$ cat config.mk
export PLATFORM = sky130hd
export DESIGN_NAME = tone_melody_sequencer_flat
export DESIGN_NICKNAME = d
export VERILOG_FILES = /design/src/hw/rtl/tms_pkg.sv /design/src/hw/rtl/tms_ifs.sv /design/src/hw/rtl/tms_div.sv /design/src/hw/rtl/tone_melody_sequencer.sv /design/src/flat_wrapper.sv
export SDC_FILE = /design/constraint.sdc
export NUM_CORES = 1
export LEC_CHECK = 0
export ABC_AREA = 1
export BUFFER_PORTS_ARGS = -buffer_cell sky130_fd_sc_hd__buf_4
export CORE_ASPECT_RATIO = 0.75
export CORE_MARGIN = 5
export CORE_UTILIZATION = 37
export DETAILED_ROUTE_END_ITERATION = 10
export GPL_ROUTABILITY_DRIVEN = 0
export GPL_TIMING_DRIVEN = 0
export PLACE_DENSITY_LB_ADDON = 0.25
export RECOVER_POWER = 25
export SYNTH_ARGS = -nofsm -noshare
export SYNTH_HDL_FRONTEND = slang
export SYNTH_SLANG_ARGS = --single-unit
$ cat constraint.sdc
create_clock -name i_clk -period 3 [get_ports i_clk]
set_clock_uncertainty 0.15 [all_clocks]
set_input_delay 0.15 -clock i_clk [delete_from_list [all_inputs] [get_ports i_clk]]
set_output_delay 0.15 -clock i_clk [all_outputs]
set_load 0.005 [all_outputs]
$ cat src/hw/rtl/tms_pkg.sv
// Package: shared types, command codes and the note tables of the tone melody sequencer.
package tms_pkg;

    // Command codes carried in func
    localparam logic [1:0] FN_TICK  = 2'd0;
    localparam logic [1:0] FN_CHIME = 2'd1;
    localparam logic [1:0] FN_ALARM = 2'd2;
    localparam logic [1:0] FN_STOP  = 2'd3;

    // Largest forward distance that still counts as "due"
    localparam logic [31:0] C_WAIT_LIMIT = 32'h7FFF_FFFF;

    localparam int unsigned C_FREQ_W = 16;
    localparam int unsigned C_DUR_W  = 16;
    localparam int unsigned C_IDX_W  = 3;

    typedef struct packed {
        logic [C_FREQ_W-1:0] freq;
        logic [C_DUR_W-1:0]  dur;
    } t_note;

    // Status of the serial divider
    typedef struct packed {
        logic busy;
        logic done;
    } t_div_stat;

    // Note tables: table 0 success chime, table 1 alarm; unused slots terminate
    function automatic t_note tms_rom(input logic sel, input logic [C_IDX_W-1:0] idx);
        t_note e;
        e = '{freq: 16'd0, dur: 16'd0};
        if (!sel) begin
            case (idx)
                3'd0:    e = '{freq: 16'd660,  dur: 16'd100};
                3'd1:    e = '{freq: 16'd880,  dur: 16'd100};
                3'd2:    e = '{freq: 16'd1047, dur: 16'd160};
                default: e = '{freq: 16'd0,    dur: 16'd0};
            endcase
        end else begin
            case (idx)
                3'd0:    e = '{freq: 16'd900, dur: 16'd180};
                3'd1:    e = '{freq: 16'd0,   dur: 16'd100};
                3'd2:    e = '{freq: 16'd900, dur: 16'd180};
                3'd3:    e = '{freq: 16'd0,   dur: 16'd100};
                3'd4:    e = '{freq: 16'd700, dur: 16'd260};
                default: e = '{freq: 16'd0,   dur: 16'd0};
            endcase
        end
        return e;
    endfunction

endpackage

$ cat src/hw/rtl/tms_ifs.sv
// Interfaces: command input channel and tone setting output channel.
interface tms_in_if
    import tms_pkg::*;
();
    logic        valid;
    logic        ready;
    logic [1:0]  func;
    logic [31:0] now_ms;

    modport source (output valid, output func, output now_ms, input ready);
    modport sink   (input valid, input func, input now_ms, output ready);
endinterface

interface tms_out_if
    import tms_pkg::*;
();
    logic        valid;
    logic        ready;
    logic        tone_on;
    logic [15:0] period_reload;
    logic [15:0] duty_compare;
    logic        playing;

    modport source (output valid, output tone_on, output period_reload,
                    output duty_compare, output playing, input ready);
    modport sink   (input valid, input tone_on, input period_reload,
                    input duty_compare, input playing, output ready);
endinterface

$ cat src/hw/rtl/tms_div.sv
// Serial restoring divider: constant dividend over a 16-bit divisor, one quotient bit a cycle.
module tms_div
    import tms_pkg::*;
#(
    parameter int unsigned DIVIDEND = 1000000
) (
    input  logic                                i_clk,
    input  logic                                i_rst_n,
    input  logic                                i_start,
    input  logic [C_FREQ_W-1:0]                 i_divisor,
    output t_div_stat                           o_stat,
    output logic [$clog2(DIVIDEND+1)-1:0]       o_quot
);
    localparam int unsigned QW = $clog2(DIVIDEND + 1);
    localparam int unsigned CW = $clog2(QW);
    localparam int unsigned RW = C_FREQ_W + 1;
    localparam logic [QW-1:0] C_DVD = QW'(DIVIDEND);

    logic [CW-1:0]       r_cnt,  n_cnt;
    logic                r_busy, n_busy;
    logic                r_done, n_done;
    logic [RW-1:0]       r_rem,  n_rem;
    logic [QW-1:0]       r_quot, n_quot;
    logic [QW-1:0]       r_dvd,  n_dvd;
    logic [C_FREQ_W-1:0] r_dsr,  n_dsr;

    logic [RW-1:0] w_rem_sh;
    logic          w_fits;

    assign w_rem_sh = {r_rem[RW-2:0], r_dvd[QW-1]};
    assign w_fits   = (w_rem_sh >= {1'b0, r_dsr});

    always_comb begin
        n_cnt  = r_cnt;
        n_busy = r_busy;
        n_done = 1'b0;
        n_rem  = r_rem;
        n_quot = r_quot;
        n_dvd  = r_dvd;
        n_dsr  = r_dsr;
        if (i_start) begin
            n_busy = 1'b1;
            n_cnt  = '0;
            n_rem  = '0;
            n_quot = '0;
            n_dvd  = C_DVD;
            n_dsr  = i_divisor;
        end else if (r_busy) begin
            // one trial subtraction a cycle
            n_rem  = w_fits ? (w_rem_sh - {1'b0, r_dsr}) : w_rem_sh;
            n_quot = {r_quot[QW-2:0], w_fits};
            n_dvd  = {r_dvd[QW-2:0], 1'b0};
            n_cnt  = r_cnt + CW'(1);
            if (r_cnt == CW'(QW - 1)) begin
                n_busy = 1'b0;
                n_done = 1'b1;
            end
        end
    end

    always_ff @(posedge i_clk) begin
        if (!i_rst_n) begin
            r_busy <= 1'b0;
            r_done <= 1'b0;
            r_cnt  <= '0;
        end else begin
            r_busy <= n_busy;
            r_done <= n_done;
            r_cnt  <= n_cnt;
        end
        r_rem  <= n_rem;
        r_quot <= n_quot;
        r_dvd  <= n_dvd;
        r_dsr  <= n_dsr;
    end

    assign o_stat = '{busy: r_busy, done: r_done};
    assign o_quot = r_quot;

endmodule

$ cat src/hw/rtl/tone_melody_sequencer.sv
// Top level: note sequencer that steps a tone table and programs the tone timer.
//
//  channel | dir | handshake     | payload
//  --------+-----+---------------+--------------------------------------------------
//  i_in    | in  | valid / ready | func[1:0], now_ms[31:0]
//  o_out   | out | valid / ready | tone_on, period_reload[15:0], duty_compare[15:0],
//          |     |               | playing
//
// Every item gives exactly one result item, the tone state after the item.
// Play, stop, idle ticks and silent notes give their result directly; a tick that loads a
// sounding note first waits for the serial divider (QW = bits of TIMER_HZ, 20 at 1 MHz),
// which forms TIMER_HZ / freq one quotient bit a cycle.
// Synchronous active-low reset clears the sequencer state and the divider's control state; no clearing pass is needed.
// A new item is taken while the previous result is being taken; a stalled result
// holds its values and blocks further input.
module tone_melody_sequencer
    import tms_pkg::*;
#(
    parameter int unsigned TIMER_HZ = 1000000
) (
    input  logic      i_clk,
    input  logic      i_rst_n,
    tms_in_if.sink    i_in,
    tms_out_if.source o_out
);
    localparam int unsigned QW = $clog2(TIMER_HZ + 1);
    localparam int unsigned PW = (QW > 17) ? QW : 17;

    typedef enum logic {S_IDLE, S_DIV} t_state;

    t_state              r_state,  n_state;
    logic                r_active, n_active;
    logic                r_sel,    n_sel;
    logic [C_IDX_W-1:0]  r_idx,    n_idx;
    logic [31:0]         r_due,    n_due;
    logic                r_ton,    n_ton;
    logic [15:0]         r_reload, n_reload;
    logic [15:0]         r_cmp,    n_cmp;
    logic                r_ovalid, n_ovalid;
    logic                n_div_start;

    t_note         w_entry;
    logic [31:0]   w_diff;
    logic          w_wait;
    logic          w_accept;
    t_div_stat     w_div_stat;
    logic [QW-1:0] w_quot;
    logic [PW-1:0] w_per;
    logic [PW-1:0] w_per_m1;
    logic [PW-1:0] w_half;

    tms_div #(
        .DIVIDEND (TIMER_HZ)
    ) u_div (
        .i_clk     (i_clk),
        .i_rst_n   (i_rst_n),
        .i_start   (n_div_start),
        .i_divisor (w_entry.freq),
        .o_stat    (w_div_stat),
        .o_quot    (w_quot)
    );

    // Take a new item only with the divider free and the result slot free or draining
    assign i_in.ready = (r_state == S_IDLE) && (!r_ovalid || o_out.ready);
    assign w_accept   = i_in.valid && i_in.ready;

    assign w_entry = tms_rom(r_sel, r_idx);
    // Wraparound compare: a due time ahead of now means wait
    assign w_diff  = i_in.now_ms - r_due;
    assign w_wait  = (r_due != 32'd0) && (w_diff > C_WAIT_LIMIT);

    // Clamp the period to at least 2, then cut reload and compare to 16 bits
    assign w_per    = (w_quot < QW'(2)) ? PW'(2) : PW'(w_quot);
    assign w_per_m1 = w_per - PW'(1);
    assign w_half   = w_per >> 1;

    always_comb begin
        n_state     = r_state;
        n_active    = r_active;
        n_sel       = r_sel;
        n_idx       = r_idx;
        n_due       = r_due;
        n_ton       = r_ton;
        n_reload    = r_reload;
        n_cmp       = r_cmp;
        n_ovalid    = r_ovalid;
        n_div_start = 1'b0;

        // drop the result once taken
        if (r_ovalid && o_out.ready) begin
            n_ovalid = 1'b0;
        end

        unique case (r_state)
            S_IDLE: begin
                if (w_accept) begin
                    n_ovalid = 1'b1;
                    unique case (i_in.func) inside
                        FN_TICK: begin
                            if (r_active && !w_wait) begin
                                if (w_entry.dur == '0) begin
                                    // terminating entry: halt the sequence
                                    n_active = 1'b0;
                                    n_idx    = '0;
                                    n_due    = '0;
                                    n_ton    = 1'b0;
                                    n_cmp    = '0;
                                end else begin
                                    n_due = i_in.now_ms + 32'(w_entry.dur);
                                    n_idx = r_idx + C_IDX_W'(1);
                                    if (w_entry.freq == '0) begin
                                        // rest: silence, keep the last reload
                                        n_ton = 1'b0;
                                        n_cmp = '0;
                                    end else begin
                                        // hold the result until the period is known
                                        n_ovalid    = 1'b0;
                                        n_div_start = 1'b1;
                                        n_state     = S_DIV;
                                    end
                                end
                            end
                        end
                        FN_CHIME, FN_ALARM: begin
                            n_sel    = (i_in.func == FN_ALARM);
                            n_idx    = '0;
                            n_active = 1'b1;
                            n_due    = '0;
                        end
                        default: begin
                            n_active = 1'b0;
                            n_idx    = '0;
                            n_due    = '0;
                            n_ton    = 1'b0;
                            n_cmp    = '0;
                        end
                    endcase
                end
            end
            S_DIV: begin
                if (w_div_stat.done) begin
                    n_reload = w_per_m1[15:0];
                    n_cmp    = w_half[15:0];
                    n_ton    = 1'b1;
                    n_ovalid = 1'b1;
                    n_state  = S_IDLE;
                end
            end
            default: n_state = S_IDLE;
        endcase
    end

    always_ff @(posedge i_clk) begin
        if (!i_rst_n) begin
            r_state  <= S_IDLE;
            r_active <= 1'b0;
            r_sel    <= 1'b0;
            r_idx    <= '0;
            r_due    <= '0;
            r_ton    <= 1'b0;
            r_reload <= '0;
            r_cmp    <= '0;
            r_ovalid <= 1'b0;
        end else begin
            r_state  <= n_state;
            r_active <= n_active;
            r_sel    <= n_sel;
            r_idx    <= n_idx;
            r_due    <= n_due;
            r_ton    <= n_ton;
            r_reload <= n_reload;
            r_cmp    <= n_cmp;
            r_ovalid <= n_ovalid;
        end
    end

    // State registers double as the output register
    assign o_out.valid         = r_ovalid;
    assign o_out.tone_on       = r_ton;
    assign o_out.period_reload = r_reload;
    assign o_out.duty_compare  = r_cmp;
    assign o_out.playing       = r_active;

    a_silent_when_stopped: assert property (@(posedge i_clk) disable iff (!i_rst_n)
        !r_active |-> (!r_ton && r_cmp == 16'd0))
        else $error("tone left running with no active sequence");

    a_off_clears_compare: assert property (@(posedge i_clk) disable iff (!i_rst_n)
        !r_ton |-> (r_cmp == 16'd0))
        else $error("compare value nonzero while tone is off");

    a_done_only_in_div: assert property (@(posedge i_clk) disable iff (!i_rst_n)
        w_div_stat.done |-> (r_state == S_DIV))
        else $error("divider finished outside the divide state");

    a_result_not_while_dividing: assert property (@(posedge i_clk) disable iff (!i_rst_n)
        (r_state == S_DIV) |-> (!r_ovalid && w_div_stat.busy != w_div_stat.done))
        else $error("result shown or divider idle while dividing");

endmodule

$ cat src/flat_wrapper.sv
// flat-port wrapper written by rule: the top's interface ports become plain ports
module tone_melody_sequencer_flat import tms_pkg::*;
#(
    parameter int unsigned TIMER_HZ = 1000000
)
  (i_clk, i_rst_n, i_in_valid, i_in_func, i_in_now_ms, i_in_ready, o_out_valid, o_out_tone_on, o_out_period_reload, o_out_duty_compare, o_out_playing, o_out_ready);
  tms_in_if i_in_i ();
  tms_out_if o_out_i ();
  input  logic i_clk;
  input  logic i_rst_n;
  input wire logic [$bits(i_in_i.valid)-1:0] i_in_valid;
  input wire logic [$bits(i_in_i.func)-1:0] i_in_func;
  input wire logic [$bits(i_in_i.now_ms)-1:0] i_in_now_ms;
  output wire logic [$bits(i_in_i.ready)-1:0] i_in_ready;
  output wire logic [$bits(o_out_i.valid)-1:0] o_out_valid;
  output wire logic [$bits(o_out_i.tone_on)-1:0] o_out_tone_on;
  output wire logic [$bits(o_out_i.period_reload)-1:0] o_out_period_reload;
  output wire logic [$bits(o_out_i.duty_compare)-1:0] o_out_duty_compare;
  output wire logic [$bits(o_out_i.playing)-1:0] o_out_playing;
  input wire logic [$bits(o_out_i.ready)-1:0] o_out_ready;
  assign i_in_i.valid = i_in_valid;
  assign i_in_i.func = i_in_func;
  assign i_in_i.now_ms = i_in_now_ms;
  assign i_in_ready = i_in_i.ready;
  assign o_out_valid = o_out_i.valid;
  assign o_out_tone_on = o_out_i.tone_on;
  assign o_out_period_reload = o_out_i.period_reload;
  assign o_out_duty_compare = o_out_i.duty_compare;
  assign o_out_playing = o_out_i.playing;
  assign o_out_i.ready = o_out_ready;
  tone_melody_sequencer #(.TIMER_HZ(TIMER_HZ)) u_core (.i_clk(i_clk), .i_rst_n(i_rst_n), .i_in(i_in_i), .o_out(o_out_i));
endmodule
; ---- After elaboration in Yosys (flattened, before gate mapping)
; Index checks and enable logic that the tools add are counted.
[word_totals]
wordCells = 113
inputBits = 38
ff_bits = 145
output_inout_bits = 36
[classes]
order_cmp = 3
reduce_logical = 23
muxes = 48
add_sub_neg = 6
n_bitwise = 3
eq_ne = 14
[ops]
columns = operator, n
row1 = $mux 16, 6
row2 = $mux 32, 3
row3 = $pmux 27 s3, 1
row4 = $pmux 26 s3, 1
row5 = $pmux 16 s2, 2
row6 = $add 32x16->32, 1
row7 = $gt 32x31->1 const B, 1
row8 = $logic_not 16->1, 2
row9 = $reduce_bool 32->1, 1
row10 = $sub 32x32->32, 1
row11 = $mux 27, 1
row12 = $mux 1, 25
row13 = $lt 20x2->1 const B, 1
row14 = $ge 17x16->1, 1
row15 = $mux 17, 1
row16 = $sub 16x1->16 const B, 1
row17 = $sub 16x16->16, 1
row18 = $pmux 1 s2, 5
row19 = $mux 3, 3
row20 = $ne 2x2->1 const B, 4
row21 = $reduce_or 2->1, 4
row22 = $eq 3x2->1 const B, 2
row23 = $reduce_and 3->1, 2
row24 = $add 5x1->5 const B, 1
row25 = 19 further kinds, 26

; ---- Depth between registers and ports, before layout
[logic_depth]
ltp_word = 12
ltp_mapped = 23
mapped_depth_nobuf = 23

; ---- Hierarchy
; Synthesis repeated with hierarchy kept, for this count alone.
[hier_totals]
cells_unflattened = 1392
area_unflattened_um2 = 9181.3
[modules_own_cells]
columns = mod, n_inst, area_each_um2, cells_each
row1 = tone_melody_sequencer, 1, 5343.9, 856
row2 = tms_div, 1, 3837.4, 536

; ---- Worst setup path before layout
; Ideal clock, no wire load.
[synth_path]
path_kind = register to register
startpoint = reg u_core.r_idx[1]
endpoint = reg u_core.r_due[28]
arrival_time_ns = 2.462
n_path_buf = 0
path_slack_ns = 0.258
path_stages_with_launch = 21
path_cell_list = dfxtp_1 > inv_1 > ha_1 > nand2_1 > nand2_1 > nor2_1 > nand2_1 > ha_1 > inv_1 > o21ai_2 > nand2_1 > nand2_1 > nand2_2 > nor2_4 > nand3_2 > nor2_4 > nand2_1 > xor2_1 > inv_1 > nand2_1 > a21oi_2
[synth_via]
elab_chain_cells = 8
word_cells_on_any_way = 15
[synth_lines]
columns = element, line_no
row1 = from (decl), tone_melody_sequencer.sv:34  ; logic [C_IDX_W-1:0] r_idx, n_idx;
row2 = from (signal assigned), tone_melody_sequencer.sv:168  ; r_idx <= n_idx;
row3 = $eq 3x1->1 (tied with other cells), "tms_pkg.sv:33, tms_pkg.sv:40"
row4 = $reduce_or 2->1 (no line), n/a
row5 = $pmux 26 s3, tms_pkg.sv:40  ; case (idx)
row6 = $mux 27 (*), tms_pkg.sv:32  ; if (!sel) begin
row7 = $add 32x16->32 / $logic_not 16->1 (equally long branches), "tone_melody_sequencer.sv:109, tone_melody_sequencer.sv:101"
row8 = $mux 32 (*), tone_melody_sequencer.sv:101  ; if (w_entry.dur == '0) begin
row9 = $mux 32 (*), tone_melody_sequencer.sv:100  ; if (r_active && !w_wait) begin
row10 = $mux 32 (*), tone_melody_sequencer.sv:98  ; unique case (i_in.func) inside
row11 = to (signal assigned), tone_melody_sequencer.sv:169  ; r_due <= n_due;
row12 = to (decl), tone_melody_sequencer.sv:35  ; logic [31:0] r_due, n_due;
; Mark *: on every way between the ends. The rest lies on a longest branch, timed or not. The select of a mux whose other input is x is not followed.
; A chain may end at the register's enable or synchronous reset.

; ---- Worst setup path after layout
; Ends and elaborated chain as after synthesis.

==> results by group <==
Status
  • Outcome: complete, no violations

Finish
  • Layout Area Growth over Synthesis: 23.75%
  • Layout cells sized above 1: 0.1577
  • Fin util: 0.4673
  • Final #Nets: 1429
  • Layout Cells excl Fill: 1638
  • Antenna Diode Count: 0

Critical path
  • CP Launch Point: u_core.r_idx[1]
  • Startpoint Class: flop
  • Reg2reg start: u_core.r_idx[1]
  • Worst path arrival time: slightly above 3 ns
  • Crit-path slowest cell: dfxtp_4
  • Critical path class: flop to flop
  • Most frequent CP cell: nand2_2
  • Setup crit end kind: flop
  • Buf+Inv Stages, Crit Path: 4
  • Worst-path fanout max: 5
  • Critical-path cell list: inv_4, ha_4, nand2_4, inv_4, nand2_2, nand3_2, nor2_1, inv_1, ha_2, ha_4, nand2_2, o21ai_2, nand2_1, nand2_2, nand2_4, nor2_4, nand3_4, nor2_4, nand2_2, xor2_1, inv_1, nand2_1, a21oi_2
  • Max stage delay on crit path: 0.38 ns
  • Worst path top cell family by delay: simple AND/OR/NAND/NOR gates
  • Worst Path Required: between 3 and 4 ns

Die
  • Die height: 140.1 µm
  • Row count: 47
  • IO Pins: 74
  • Core area: around 22000 µm²
  • Starting density of the core: 0.3777
  • Die area: 25710 µm²
  • Die W: ~180 µm

Yosys
  • Syn_area_per_cell: ~6.9 µm²
  • Synth Flop Type: dfxtp_1
  • Synth warn: 0
  • Post-synthesis async set-or-reset flop share: 0
  • Synth Cell Area: about 8400 µm²
  • Yosys cell types: 48
  • Post-synthesis mux area share: 0
  • Synth Area in Compound Gates: 0.1579
  • Post-synthesis sequential area ratio: 0.3416
  • Xor and xnor fraction of the mapped netlist area: 0.02622
  • EDFF count, synth: 9
  • Synthesized flop and latch total: 138
  • Adder-cell share of the synthesized area: 0.08930
  • Post-Synth Simple-Gate Area: 0.2648
  • Largest family of logic cells by synthesized area: simple AND/OR/NAND/NOR gates
  • Synth Instances: 1209
  • Syn Nets: 1306

Clocking
  • Number of buffers created by CTS: 17
  • Clk sinks: 138
  • Clk_lat worst skew: 0.42 ns
  • Max Root-Sink Buffers: 2
  • Root Buffer: clkbuf_16
  • CTS tree: done
  • Worst-path clk slew: 0.06 ns
  • H-tree depth: 4

Power and ir drop
  • Sw Pwr: approximately 2200 µW
  • Worst VDD drop: 0.3691 mV
  • P per Cell Area: 618.6 nW/µm²
  • Total power: 6392 µW
  • Switching Fraction: 0.3419
  • Clock network power share: 0.341
  • P_int: 4207 µW
  • Sequential share of power: 0.386
  • Combinational share of power: 0.273
  • Pleak: slightly below 0.005 µW

Route
  • Initial DRT Pass Iterations: 7
  • Total wire length: approximately 24000 µm
  • Vias per Instance: 4.975
  • DR vias: 8149
  • DRC viols: 0
  • DR WL/cell: 14.80 µm
  • Routed Antenna Nets: 0
  • Initial DRC count: 660

Placed design
  • Dpl ws: -0.1862 ns
  • Port buffer count: 73
  • Placed Cells: 1576
  • Detail Placement HPWL: 18390 µm

Job
  • Max_cap viols: 0

Timing
  • Max Fclk: 341.8 MHz
  • Final slew viol count: 0
  • Slew @ Worst Pin: 0.6597 ns
  • Final setup vio count: 0
  • RSZ-0062 raised after global routing: true
  • Fin crit share: 0.9752
  • Final period demand of the worst path: 2.926 ns
  • Hold Violations, Final: 0
  • Setup TNS: 0 ns
  • Final WS setup: approximately 0.074 ns
  • Relative slew slack: 0.5602

Hold path
  • Min-Delay Path Class: input port to flop
  • HP Start: i_in_now_ms[18]

Global route
  • Initial antenna violation count: 0
  • Total GRT Usage: 0.1852
  • Largest net degree at the start of global routing: 17
  • First-pass GRT wire length: just under 40000 µm
  • Total gr overflow: 0
  • Vias in the first global route: ~7300
final cells by class:
| type | count | area (µm²) |
|---|---|---|
| Tap cell | 294 | 367.9 |
| Sequential cell | 138 | 2863 |
| Clock inverter | 13 | 166.4 |
| Clock buffer | 18 | 439.2 |
| Fill cell | 2271 | 11780 |
| Inverter | 220 | 837.1 |
| Timing Repair Buffer | 104 | 784.5 |
| Multi-Input combinational cell | 815 | 4698 |
| Buffer | 36 | 177.7 |
worst paths after layout:
kind,endpoint,cells after the start,slack [ns]
hold reg to reg,u_core.o_out.duty_compare[6],2,0.31
hold / removal,u_core.r_due[18],5,0.01
setup / recovery,u_core.r_due[28],23,0.07
setup reg to reg,u_core.r_due[28],23,0.07
Yosys cell counts (6+ instances only):
| cell type | number | area share |
|---|---|---|
| nand2_1 | 264 | 0.12 |
| inv_1 | 211 | 0.095 |
| dfxtp_1 | 129 | 0.31 |
| nor2_1 | 113 | 0.051 |
| a21oi_1 | 93 | 0.056 |
| o21ai_0 | 59 | 0.035 |
| ha_1 | 58 | 0.087 |
| o211ai_1 | 43 | 0.039 |
| nand3_1 | 36 | 0.022 |
| nand4_1 | 31 | 0.023 |
| clkbuf_1 | 22 | 0.0099 |
| nor3_1 | 19 | 0.011 |
| xor2_1 | 18 | 0.019 |
| or2_2 | 10 | 0.0075 |
| a31oi_1 | 9 | 0.0067 |
| edfxtp_1 | 9 | 0.032 |
| buf_2 | 7 | 0.0042 |
| xnor2_1 | 7 | 0.0073 |
| inv_2 | 6 | 0.0027 |
power by group through the flow:
stage / sequential (µW) / clock [µW] / combinational [µW]
2_1_floorplan: 2410 / 0 / 1270
3_3_place_gp: 2500 / 0 / 1630
3_5_place_dp: 2500 / 0 / 1660
4_1_cts: 2460 / 2210 / 1690
5_1_grt: 2520 / 2300 / 2010
6_report: 2470 / 2180 / 1740
cell usage in the layout (no fill, tap or decap), types with 8 or more instances in the layout:
cell / netlist / final
o21ai_0: 59 / 58
dlygate4sd3_1: 0 / 9
a31oi_1: 9 / 9
o211ai_1: 43 / 43
a21oi_1: 93 / 92
edfxtp_1: 9 / 9
ha_4: 0 / 8
nand2_2: 2 / 12
buf_4: 5 / 70
clkbuf_4: 0 / 21
or2_2: 10 / 10
inv_1: 211 / 205
nor3_1: 19 / 18
nand4_1: 31 / 31
clkbuf_16: 0 / 17
clkbuf_1: 22 / 29
nor2_1: 113 / 108
ha_1: 58 / 49
nand3_1: 36 / 35
xor2_1: 18 / 18
nand2_1: 264 / 251
dfxtp_1: 129 / 125
inv_2: 6 / 8
layer usage:
metal	track usage	routed length (µm)
met1	0.2877	12410
met2	0.2660	10120
met3	0.03525	1458
met4	0.03448	260
met5	0	0
tightest hold or removal path: stages:
cell     delay, ns
buf_4         0.11
xor2_1        0.06
inv_1         0.04
nand2_1       0.06
a21oi_1       0.12
per-stage QoR:
stage          instance area [µm²]  hold slack [ns]
2_1_floorplan                 8351           0.1428
3_3_place_gp                  9266           0.2811
3_5_place_dp                  9266           0.2863
4_1_cts                      10060         0.002160
5_1_grt                      10330          0.02508
6_report                     10330          0.01420
kinds of logic after synthesis:
kind of cell | count (synthesis)
compound gates | 228
xor+xnor | 25
fa+ha+maj | 59
buf+inv | 256
flops | 138
simple gates | 503
registers in the layout, summed over array words and instances (netlist names), 3 cells and up:
name                        flops
u_core.o_out.duty_compare      16
u_core.o_out.period_reload     16
u_core.r_due                   32
u_core.r_idx                    3
u_core.u_div.o_quot            20
u_core.u_div.r_cnt              5
u_core.u_div.r_dsr              9
u_core.u_div.r_dvd             14
u_core.u_div.r_rem             16
what timing repair did:
| item | 4_1_cts | 5_1_grt |
|---|---|---|
| hold buffers | 9 | 0 |
| setup buffers | 9 | 13 |
| cloned | 0 | 0 |
| endpoints found under the setup margin | 21 | 30 |
| hold endpoints to repair | 9 | 0 |
| resized for setup | 9 | 53 |
| pin swaps | 8 | 28 |
Power figures use the tool's default switching activity.
